## config.mk

```make
export PLATFORM = sky130hd
export DESIGN_NAME = wsp_cfg_regs
export DESIGN_NICKNAME = d
export VERILOG_FILES = /design/src/hw/rtl/wsp_pkg.sv /design/src/hw/rtl/wsp_cfg_regs.sv
export SDC_FILE = /design/constraint.sdc
export NUM_CORES = 1
export LEC_CHECK = 0
export ABC_AREA = 1
export BUFFER_PORTS_ARGS = -buffer_cell sky130_fd_sc_hd__buf_2
export CAP_MARGIN = 15
export CORE_ASPECT_RATIO = 2
export CORE_MARGIN = 3
export CORE_UTILIZATION = 40
export CTS_CLUSTER_DIAMETER = 80
export DETAILED_ROUTE_END_ITERATION = 16
export PLACE_DENSITY = 0.66
export SETUP_SLACK_MARGIN = 0.15
export SYNTH_ARGS = -nofsm -noshare
export SYNTH_HDL_FRONTEND = slang
export SYNTH_SLANG_ARGS = --single-unit
```

## constraint.sdc

```tcl
create_clock -name clk_i -period 0.9 [get_ports clk_i]
set_input_delay 0.045 -clock clk_i [delete_from_list [all_inputs] [get_ports clk_i]]
set_output_delay 0.045 -clock clk_i [all_outputs]
set_load 0.01 [all_outputs]
```

## src/hw/rtl/wsp_pkg.sv

```systemverilog
// Shared types and constants for the two-wheel speed PID core.
// No dependencies; imported by every module of the block.
package wsp_pkg;

  localparam int unsigned WheelCount = 2;

  localparam int unsigned CfgIndexWidth = 3;
  localparam int unsigned CfgDataWidth  = 24;

  localparam logic [15:0] PropGainReset   = 16'd512;
  localparam logic [15:0] IntegGainReset  = 16'd128;
  localparam logic [15:0] DerivGainReset  = 16'd0;
  localparam logic [15:0] DriveLowReset   = 16'hfc19;  // -999
  localparam logic [15:0] DriveHighReset  = 16'd999;
  localparam logic [23:0] IntegLimitReset = 24'd128000;

  typedef enum logic [CfgIndexWidth-1:0] {
    RegPropGain   = 3'd0,
    RegIntegGain  = 3'd1,
    RegDerivGain  = 3'd2,
    RegDriveLow   = 3'd3,
    RegDriveHigh  = 3'd4,
    RegIntegLimit = 3'd5
  } reg_idx_e;

  typedef struct packed {
    logic               kind;
    logic signed [31:0] left_position;
    logic signed [31:0] right_position;
    logic signed [23:0] left_goal;
    logic signed [23:0] right_goal;
  } in_beat_t;

  typedef struct packed {
    logic signed [15:0] left_drive;
    logic signed [15:0] right_drive;
    logic signed [15:0] left_rate;
    logic signed [15:0] right_rate;
  } out_beat_t;

  typedef struct packed {
    logic signed [15:0] prop_gain;
    logic signed [15:0] integ_gain;
    logic signed [15:0] deriv_gain;
    logic signed [15:0] drive_low;
    logic signed [15:0] drive_high;
    logic        [23:0] integ_limit;
  } cfg_t;

  // Pipeline control shared by all lanes.
  typedef struct packed {
    logic tick;     // control beat accepted this cycle
    logic restart;  // restart beat accepted this cycle
    logic en2;      // product stage loads
    logic en3;      // sum stage loads
  } lane_ctrl_t;

endpackage

```

## src/hw/rtl/wsp_cfg_regs.sv

```systemverilog
// Configuration register file: gains, drive bounds and integral limit.
// Depends on wsp_pkg.
module wsp_cfg_regs import wsp_pkg::*; (
  input  logic                     clk_i,
  input  logic                     rst_ni,
  input  logic                     cfg_valid_i,
  output logic                     cfg_ready_o,
  input  logic [CfgIndexWidth-1:0] cfg_index_i,
  input  logic [CfgDataWidth-1:0]  cfg_data_i,
  output cfg_t                     cfg_o
);

  cfg_t cfg_q, cfg_d;

  assign cfg_ready_o = 1'b1;

  always_comb begin
    cfg_d = cfg_q;
    if (cfg_valid_i) begin
      unique case (reg_idx_e'(cfg_index_i))
        RegPropGain:   cfg_d.prop_gain   = cfg_data_i[15:0];
        RegIntegGain:  cfg_d.integ_gain  = cfg_data_i[15:0];
        RegDerivGain:  cfg_d.deriv_gain  = cfg_data_i[15:0];
        RegDriveLow:   cfg_d.drive_low   = cfg_data_i[15:0];
        RegDriveHigh:  cfg_d.drive_high  = cfg_data_i[15:0];
        RegIntegLimit: cfg_d.integ_limit = cfg_data_i;
        default: ;  // unknown index: write dropped
      endcase
    end
  end

  always_ff @(posedge clk_i or negedge rst_ni) begin
    if (!rst_ni) begin
      cfg_q.prop_gain   <= PropGainReset;
      cfg_q.integ_gain  <= IntegGainReset;
      cfg_q.deriv_gain  <= DerivGainReset;
      cfg_q.drive_low   <= DriveLowReset;
      cfg_q.drive_high  <= DriveHighReset;
      cfg_q.integ_limit <= IntegLimitReset;
    end else begin
      cfg_q <= cfg_d;
    end
  end

  assign cfg_o = cfg_q;

endmodule

```

==> results.json <==
{
  "clock_latency_ns": 0.34,
  "cts.sinks": 104,
  "netlist_top_cells_area": "dfrtp_1 48%, nand2_1 23%, dfstp_2 16%, nand3_1 7.8%, buf_2 2.1%",
  "io_pins": 135,
  "worst_slack_ns": -0.1412,
  "end_kind": "output port",
  "clock_tree.root_cell": "clkbuf_16",
  "antenna_left": 0,
  "largest_reg_flops": 104,
  "fin_crit_sh_pct": 115.7,
  "grt_pass1_vias": 3834,
  "wire_per_inst_um": 16.17,
  "htreeDepth": 3,
  "drcViolationCount": 0,
  "synth_top_area_share_pct": 48.02,
  "rows": 51,
  "path_class": "register to output port",
  "ys_seq_area_share_pct": 63.98,
  "yosysUniqueCellTypes": 13,
  "syn_inst": 461,
  "outcome": "finished with violations",
  "synth_top_area_cell": "dfrtp_1",
  "critPathLaunchType": "register",
  "maxCapViolCount": 0,
  "crit_path_max_incr_delay_ns": 0.55,
  "diodes": 0,
  "core_area_um2": 9891,
  "clockBufferDepth": 2,
  "final_nets": 701,
  "num_vias": 3893,
  "wl_mm": 13.06,
  "ir_drop_uv": 1356,
  "crit_family": "flip-flops",
  "power_uw": 14190,
  "p_leak_uw": 0.003460,
  "avgSynthCellArea_um2": 8.929,
  "synth-seq-cells": 104,
  "cp.required_ns": 0.85,
  "fin_util_pct": 64.50,
  "gp_congestion": 0.8506,
  "crit_slowest_cell": "dfstp_2",
  "synth_area_um2": 4116,
  "arrival_ns": 1.00,
  "die_h_um": 149.5,
  "drive_gt1_share_pct": 43.79,
  "area_delta_synth_final_pct": 54.98,
  "clk_pin_slew_ns": 0.07,
  "violations": "negative setup slack",
  "grt.overflow.total": 0,
  "die_w_um": 77.73,
  "holdWs_ns": 0.009414,
  "antenna_found_initial": 0,
  "hp-class": "input pin to register",
  "clock.fmax_mhz": 960.5,
  "tritoncts": "yes",
  "rsz0062_at_grt": "true",
  "dr.pass1.iters": 4,
  "viasPerCell": 4.818,
  "die-area_um2": 11620,
  "power.density_nw_per_um2": 2225,
  "hold_violations": 0,
  "crit_path_cell_trace": "buf_6",
  "cp_max_fo": 2,
  "grt_pass1_wl_mm": 19.70,
  "syn_nets": 491,
  "yosysWarnings": 0,
  "dp_hpwl_mm": 8.904,
  "io_buffers": 133,
  "start_util_pct": 41.62,
  "cp_num_buf_inv": 1,
  "final-max-slew-violation-count": 0,
  "grt_max_degree": 60,
  "clock_skew_ns": 0,
  "setup-violations-final": 92,
  "fin_crit_ns": 1.041,
  "track_usage_pct": 22.21,
  "drtIter0Drc": 221,
  "cts_made_buffers": 9
}
[per-layer routing]
layer	vias to the layer above	wire length (µm)	track usage [%]
met5	-	0	0
met4	0	486	11.76
met3	30	662	4.217
met2	128	7289	39.86
met1	1874	4625	24.35
li1	1861	-	-
[through the flow]
stage	setup WS [ns]	std cells	area, µm²	TNS, ns
floorplan	0.1199	461	4129	0
global placement	-0.02694	725	5075	-0.1995
detailed placement	-0.06396	725	5075	-0.9431
CTS	-0.1564	789	5988	-5.391
global route	-0.1707	808	6380	-7.662
finish	-0.1412	808	6380	-4.619
[what timing repair did]
| item | 4_1_cts | 5_1_grt |
|---|---|---|
| hold endpoints to repair | 127 | 0 |
| hold buffers | 18 | 0 |
| buffers inserted | 30 | 19 |
| resized for setup | 40 | 76 |
| setup endpoints to repair | 104 | 132 |
| pin swaps | 0 | 21 |
[layout make-up]
cell class	instances	area, µm²
fillers	828	3511
repair buffers	221	1807
flip-flops and latches	104	2634
clock inverters	6	50.05
multi-input cells	329	1463
clock buffers	10	239.0
well taps	132	165.2
inverters	6	22.52
[where the power goes]
part	total [µW]	internal (µW)	switching, µW
Combinational	4120	2210	1910
Sequential	6330	5710	622
Clock	3750	1990	1760
[cell families (layout without fill, tap and decap cells)]
family,Yosys count,count (layout),share of synthesized area (%)
simple gates,328,328,32.58
buf+inv,28,243,3.343
other cells,1,1,0.09110
flops,104,104,63.98
[path summary, 6_finish.rpt]
path	startpoint	to	slack (ns)	cells after the start
setup reg to reg	cfg_o[9]	cfg_o[9]	0.06	4
hold / removal	cfg_data_i[11]	cfg_o[51]	0.009	3
max in group asynchronous	rst_ni	cfg_o[33]	0.33	3
setup / recovery	cfg_o[40]	cfg_o[40]	-0.14	1
min in group asynchronous	rst_ni	cfg_o[9]	0.23	3
hold reg to reg	cfg_o[32]	cfg_o[32]	0.47	2
[cell usage in the layout (no fill, tap or decap), types with 3 or more instances in the layout]
cell	count
buf_12	6
nor2_2	3
dlygate4sd3_1	18
buf_6	68
dfrtp_1	79
inv_6	3
clkbuf_16	9
buf_4	37
nand2_2	41
buf_2	91
dfstp_2	25
nand2_1	215
inv_2	3
inv_1	3
nor2_4	3
nand3_1	64
[Yosys cell counts]
library cell and instances:
nand2_1 256, dfrtp_1 79, nand3_1 64, dfstp_2 25, buf_2 17, nor2_2 4
buf_4 3, inv_1 3, inv_2 3, clkbuf_1 2, nand2_2 2, nor2_4 2
conb_1 1
(Power assumes the default switching activity.)
