## src/hw/rtl/wsp_pkg.sv

```systemverilog
// Shared types and constants for the two-wheel speed PID core.
// No dependencies; imported by every module of the block.
package wsp_pkg;

  localparam int unsigned WheelCount = 2;

  localparam int unsigned CfgIndexWidth = 3;
  localparam int unsigned CfgDataWidth  = 24;

  localparam logic [15:0] PropGainReset   = 16'd512;
  localparam logic [15:0] IntegGainReset  = 16'd128;
  localparam logic [15:0] DerivGainReset  = 16'd0;
  localparam logic [15:0] DriveLowReset   = 16'hfc19;  // -999
  localparam logic [15:0] DriveHighReset  = 16'd999;
  localparam logic [23:0] IntegLimitReset = 24'd128000;

  typedef enum logic [CfgIndexWidth-1:0] {
    RegPropGain   = 3'd0,
    RegIntegGain  = 3'd1,
    RegDerivGain  = 3'd2,
    RegDriveLow   = 3'd3,
    RegDriveHigh  = 3'd4,
    RegIntegLimit = 3'd5
  } reg_idx_e;

  typedef struct packed {
    logic               kind;
    logic signed [31:0] left_position;
    logic signed [31:0] right_position;
    logic signed [23:0] left_goal;
    logic signed [23:0] right_goal;
  } in_beat_t;

  typedef struct packed {
    logic signed [15:0] left_drive;
    logic signed [15:0] right_drive;
    logic signed [15:0] left_rate;
    logic signed [15:0] right_rate;
  } out_beat_t;

  typedef struct packed {
    logic signed [15:0] prop_gain;
    logic signed [15:0] integ_gain;
    logic signed [15:0] deriv_gain;
    logic signed [15:0] drive_low;
    logic signed [15:0] drive_high;
    logic        [23:0] integ_limit;
  } cfg_t;

  // Pipeline control shared by all lanes.
  typedef struct packed {
    logic tick;     // control beat accepted this cycle
    logic restart;  // restart beat accepted this cycle
    logic en2;      // product stage loads
    logic en3;      // sum stage loads
  } lane_ctrl_t;

endpackage

```

## src/hw/rtl/wsp_lane.sv

```systemverilog
// One wheel's PID datapath: speed, error and integral update, products, sum,
// truncation and drive clamp. Depends on wsp_pkg.
module wsp_lane import wsp_pkg::*; (
  input  logic               clk_i,
  input  logic               rst_ni,
  input  lane_ctrl_t         ctrl_i,
  input  cfg_t               cfg_i,
  input  logic signed [31:0] position_i,
  input  logic signed [23:0] goal_i,
  output logic signed [15:0] drive_o,
  output logic signed [15:0] rate_o
);

  // loop state
  logic signed [31:0] prev_pos_q;
  logic signed [24:0] integ_q, integ_d;
  logic signed [25:0] prev_err_q;
  logic               first_q;

  // stage 1
  logic signed [25:0] err1_q;
  logic signed [24:0] integ1_q;
  logic signed [26:0] derr1_q;
  logic signed [15:0] rate1_q;
  // stage 2
  logic signed [41:0] p2_q;
  logic signed [40:0] i2_q;
  logic signed [42:0] d2_q;
  logic signed [15:0] rate2_q;
  // stage 3
  logic signed [44:0] acc3_q;
  logic signed [15:0] rate3_q;

  logic signed [32:0] diff;
  logic signed [15:0] rate;
  logic signed [25:0] err;
  logic signed [26:0] isum, lim_s, nlim_s, derr;
  logic signed [44:0] acc_adj;
  logic signed [28:0] quot, drive;

  always_comb begin
    diff = {position_i[31], position_i} - {prev_pos_q[31], prev_pos_q};
    if (diff > 33'sd32767) begin
      rate = 16'sh7fff;
    end else if (diff < -33'sd32768) begin
      rate = 16'sh8000;
    end else begin
      rate = diff[15:0];
    end
    // goal in Q16.8 minus speed scaled to Q16.8
    err  = {{2{goal_i[23]}}, goal_i} - {{2{rate[15]}}, rate, 8'b0};
    isum = {{2{integ_q[24]}}, integ_q} + {err[25], err};
    lim_s  = $signed({3'b000, cfg_i.integ_limit});
    nlim_s = -lim_s;
    if (isum > lim_s) begin
      integ_d = lim_s[24:0];
    end else if (isum < nlim_s) begin
      integ_d = nlim_s[24:0];
    end else begin
      integ_d = isum[24:0];
    end
    // no derivative on the first tick after reset or a restart
    derr = first_q ? '0 : ({err[25], err} - {prev_err_q[25], prev_err_q});
  end

  always_ff @(posedge clk_i or negedge rst_ni) begin
    if (!rst_ni) begin
      prev_pos_q <= '0;
      integ_q    <= '0;
      prev_err_q <= '0;
      first_q    <= 1'b1;
    end else if (ctrl_i.restart) begin
      prev_pos_q <= '0;
      integ_q    <= '0;
      prev_err_q <= '0;
      first_q    <= 1'b1;
    end else if (ctrl_i.tick) begin
      prev_pos_q <= position_i;
      integ_q    <= integ_d;
      prev_err_q <= err;
      first_q    <= 1'b0;
    end
  end

  always_ff @(posedge clk_i) begin
    if (ctrl_i.tick) begin
      err1_q   <= err;
      integ1_q <= integ_d;
      derr1_q  <= derr;
      rate1_q  <= rate;
    end
    if (ctrl_i.en2) begin
      p2_q    <= cfg_i.prop_gain * err1_q;
      i2_q    <= cfg_i.integ_gain * integ1_q;
      d2_q    <= cfg_i.deriv_gain * derr1_q;
      rate2_q <= rate1_q;
    end
    if (ctrl_i.en3) begin
      acc3_q  <= 45'(p2_q) + 45'(i2_q) + 45'(d2_q);
      rate3_q <= rate2_q;
    end
  end

  // divide by 65536 toward zero, then clamp high first, low last
  always_comb begin
    acc_adj = acc3_q + (acc3_q[44] ? 45'sd65535 : 45'sd0);
    quot    = acc_adj[44:16];
    drive   = quot;
    if (drive > 29'(cfg_i.drive_high)) begin
      drive = 29'(cfg_i.drive_high);
    end
    if (drive < 29'(cfg_i.drive_low)) begin
      drive = 29'(cfg_i.drive_low);
    end
  end

  assign drive_o = drive[15:0];
  assign rate_o  = rate3_q;

endmodule
```

## config.mk

```make
export PLATFORM = sky130hd
export DESIGN_NAME = wsp_lane
export DESIGN_NICKNAME = d
export VERILOG_FILES = /design/src/hw/rtl/wsp_pkg.sv /design/src/hw/rtl/wsp_lane.sv
export SDC_FILE = /design/constraint.sdc
export NUM_CORES = 2
export LEC_CHECK = 0
export BUFFER_PORTS_ARGS = -buffer_cell sky130_fd_sc_hd__buf_2
export CORE_ASPECT_RATIO = 0.75
export CORE_MARGIN = 2
export CORE_UTILIZATION = 50
export CTS_BUF_LIST = sky130_fd_sc_hd__clkbuf_4 sky130_fd_sc_hd__clkbuf_8 sky130_fd_sc_hd__clkbuf_16
export DETAILED_ROUTE_END_ITERATION = 7
export HOLD_SLACK_MARGIN = 0.15
export PLACE_DENSITY = 0.74
export SLEW_MARGIN = 20
export SYNTH_ARGS = -nofsm -noshare
export SYNTH_HDL_FRONTEND = slang
export SYNTH_SLANG_ARGS = --single-unit
```

## constraint.sdc

```tcl
create_clock -name clk_i -period 16.5 [get_ports clk_i]
set_input_delay 1.65 -clock clk_i [delete_from_list [all_inputs] [get_ports clk_i]]
set_output_delay 1.65 -clock clk_i [all_outputs]
set_load 0.005 [all_outputs]
```

==> qor.yml <==
finish:
  drive_above_1_share_pct: 5.31
  area_delta_synth_final_pct: 5.67
  fin_nets: 9227
  fill_cells: 11837
clocking:
  cts_tree: "yes"
  htree_levels: 2
  clk_pin_slew_ns: 0.07
  clk_latency_ns: 0.60
  root_buffer: "clkbuf_16"
  cts_hold_repair.buffers: 0
  clk_path_buf_depth: 3
  postCtsSetupRepairBufs: 0
  cts_buffers: 40
  post_cts_resized: 0
  cts.sinks: 377
synthesis:
  ys_seq_elements: 377
  synth.top_cell.area_share_pct: 36.2
  seq_area_frac_synth_pct: 15.9
  yosysWarnings: 0
  syn_avg_cell_area_um2: 9.45
  synth_top_area_cell: "fa_1"
  syn_inst: 7252
  syn_nets: 9223
  synth_ff_type: "edfxtp_1"
  synthTopCellsByArea: "fa_1 (36%), edfxtp_1 (13%), ha_1 (10%), inv_1 (7.8%), nand2_1 (5.1%)"
  synthArstFlopShare_pct: 22.0
  syn-cell-area_um2: 68600
  synth_edf_count: 294
  synth_cell_types: 83
timing:
  finalSetupTns_ns: 0
  rsz0062_at_grt: "no"
  final-setup-viol-count: 0
  finalHoldViolations: 0
  fin_crit_ns: 13.17
  timing.fmax_mhz: 75.9
  slew_violations: 0
  finClkSkew_ns: 0.0334
  timing.final.crit_share_pct: 79.8
  slew-limit-headroom_pct: 25.5
  worstMarginPinSlew_ns: 1.12
route:
  drc: 0
  vias: 51077
  viasPerCell: 5.63
  first_pass_iters: 6
  postRouteAntennaNets: 0
  wl_um: 187000
  drt_iter0_markers: 4659
  wire_per_inst_um: 20.6
run_status:
  status: "finished clean"
setup_path:
  crit_fanout: 29
  worst-endpoint-arrival_ns: 13.64
  required_ns: 16.97
  critPathSlowestCell: "a221oi_1"
  worst-setup-path-type: "primary input to register"
  start_kind: "primary input"
  cpPeakStageDelay_ns: 0.77
  end_kind: "register"
floorplan:
  pin_count: 198
  initial_core_util_pct: 50.5
  coreArea_um2: 136000
  die_x_um: 432
  die-height_um: 325
  die_area_um2: 140000
  row_count: 117
place:
  port_buffers: 197
  dpl.hpwl_um: 150000
  place_congestion: 0.946
grt:
  grt_antenna_before_repair: 8
  overflow: 0
  grt_usage_pct: 27.4
  grt_pass1_vias: 53754
  grt_pass1_wl_um: 302000
  grt_max_degree: 84
run:
  maxCapViolCount: 0
worst_hold_path:
  worst_hold_path_type: "register to register"
-- flip-flops by register name, summed over array words and instances, names as in the netlist, 16 cells and up --
signal,flops
acc3_q,44
d2_q,43
i2_q,41
p2_q,41
prev_pos_q,32
derr1_q,27
err1_q,25
integ1_q,25
integ_q,25
prev_err_q,25
rate1_q,16
rate2_q,16
rate_o,16
-- synthesized netlist by cell type (6+ instances only) --
master and instances:
a221o_1 6, a211o_1 11, o21bai_1 25, nor3_1 56, and2_1 423, dfrtp_1 82
and3_1 25, nand2_1 929, a2111oi_0 10, mux2_2 42, or2_2 12, o21a_1 60
buf_2 10, o22ai_1 7, a221oi_1 7, a21boi_0 22, o311ai_0 7, a21o_1 150
buf_1 10, nor4_1 13, o211ai_1 24, a311oi_1 10, xor2_1 87, xnor2_1 200
nand3_1 83, inv_1 1416, nor2_1 288, nor2b_1 55, a211oi_1 32, a31o_2 8
nand2b_1 111, mux2i_1 61, nand4_1 51, ha_1 565, clkbuf_1 252, or3_1 15
a21oi_1 237, o31ai_1 13, o21ai_0 184, o221ai_1 12, fa_1 1240, a31oi_1 24
edfxtp_1 294
-- through the flow --
step                worst slack (ns)  hold WS, ns  utilization [%]  area (um2)  cells
floorplan                       5.57        0.400                -       68600   7252
global placement                3.10        0.401             52.3       71100   8999
detailed placement              3.12        0.405             52.3       71100   8999
CTS                             3.66        0.413             53.3       72400   9072
global route                    2.57        0.425             53.3       72400   9074
finish                          3.33        0.414             53.3       72500   9077
-- metal layers --
layer | global-route usage (%) | wire length [um] | vias up
met5 | 0 | 13 | -
met3 | 5.49 | 18600 | 254
met2 | 41.5 | 81500 | 2378
met1 | 40.6 | 82500 | 25689
li1 | - | - | 22754
met4 | 6.14 | 4340 | 2
-- cell families after synthesis --
logic type	after synthesis	share of synthesized area, %
flops	377	15.9
compound gates	896	8.49
mux	103	1.58
xor+xnor	287	3.67
simple gates	2090	14.5
fa+ha+maj	1807	46.5
buf+inv	1692	9.30
-- worst paths after layout --
path | end | depth (start not counted) | startpoint | slack (ns)
setup / recovery | integ_q[9] | 41 | position_i[21] | 3.33
hold / removal | rate2_q[5] | 0 | rate1_q[5] | 0.41
setup reg to reg | integ_q[9] | 41 | prev_pos_q[21] | 4.12
hold reg to reg | rate2_q[5] | 0 | rate1_q[5] | 0.41
max in group asynchronous | prev_err_q[19] | 2 | rst_ni | 14.23
min in group asynchronous | prev_pos_q[20] | 1 | rst_ni | 0.97
-- worst max-delay path: cells and delay by family --
| family | cells | cell delay, ns |
|---|---|---|
| AO/OA/AOI/OAI | 21 | 6.57 |
| AND/OR/NAND/NOR | 10 | 2.16 |
| adder cells (fa/ha/maj) | 4 | 1.35 |
| buffers and inverters | 3 | 0.90 |
| XOR/XNOR | 2 | 0.75 |
| multiplexers | 1 | 0.22 |
-- final cells by class --
| type | instances | area (um2) | share of cell area [%] |
|---|---|---|---|
| diodes | 5 | 12.5 | 0.0173 |
| clock buffers | 48 | 1080 | 1.49 |
| clock inverters | 25 | 303 | 0.418 |
| inverters | 1418 | 5320 | 7.35 |
| multi-input cells | 5183 | 51300 | 70.8 |
| flip-flops and latches | 377 | 10900 | 15.1 |
| well taps | 1785 | 2230 | 3.08 |
| repair buffers | 236 | 1300 | 1.79 |
-- cells in the final DEF (no fill, tap or decap), types with 61 or more instances in the layout --
cell type and instances:
a21o_1 150, nand2b_1 111, xor2_1 87, edfxtp_1 294, ha_1 565, nand2_1 929, xnor2_1 200, buf_2 194
inv_1 1416, nor2_1 287, mux2i_1 61, o21ai_0 184, and2_1 423, fa_1 1240, a21oi_1 237, nand3_1 83
dfrtp_1 82
Power is left out: the tool's default activity adds up to more than one toggle a clock period on the data nets, which glitch-free logic cannot reach.
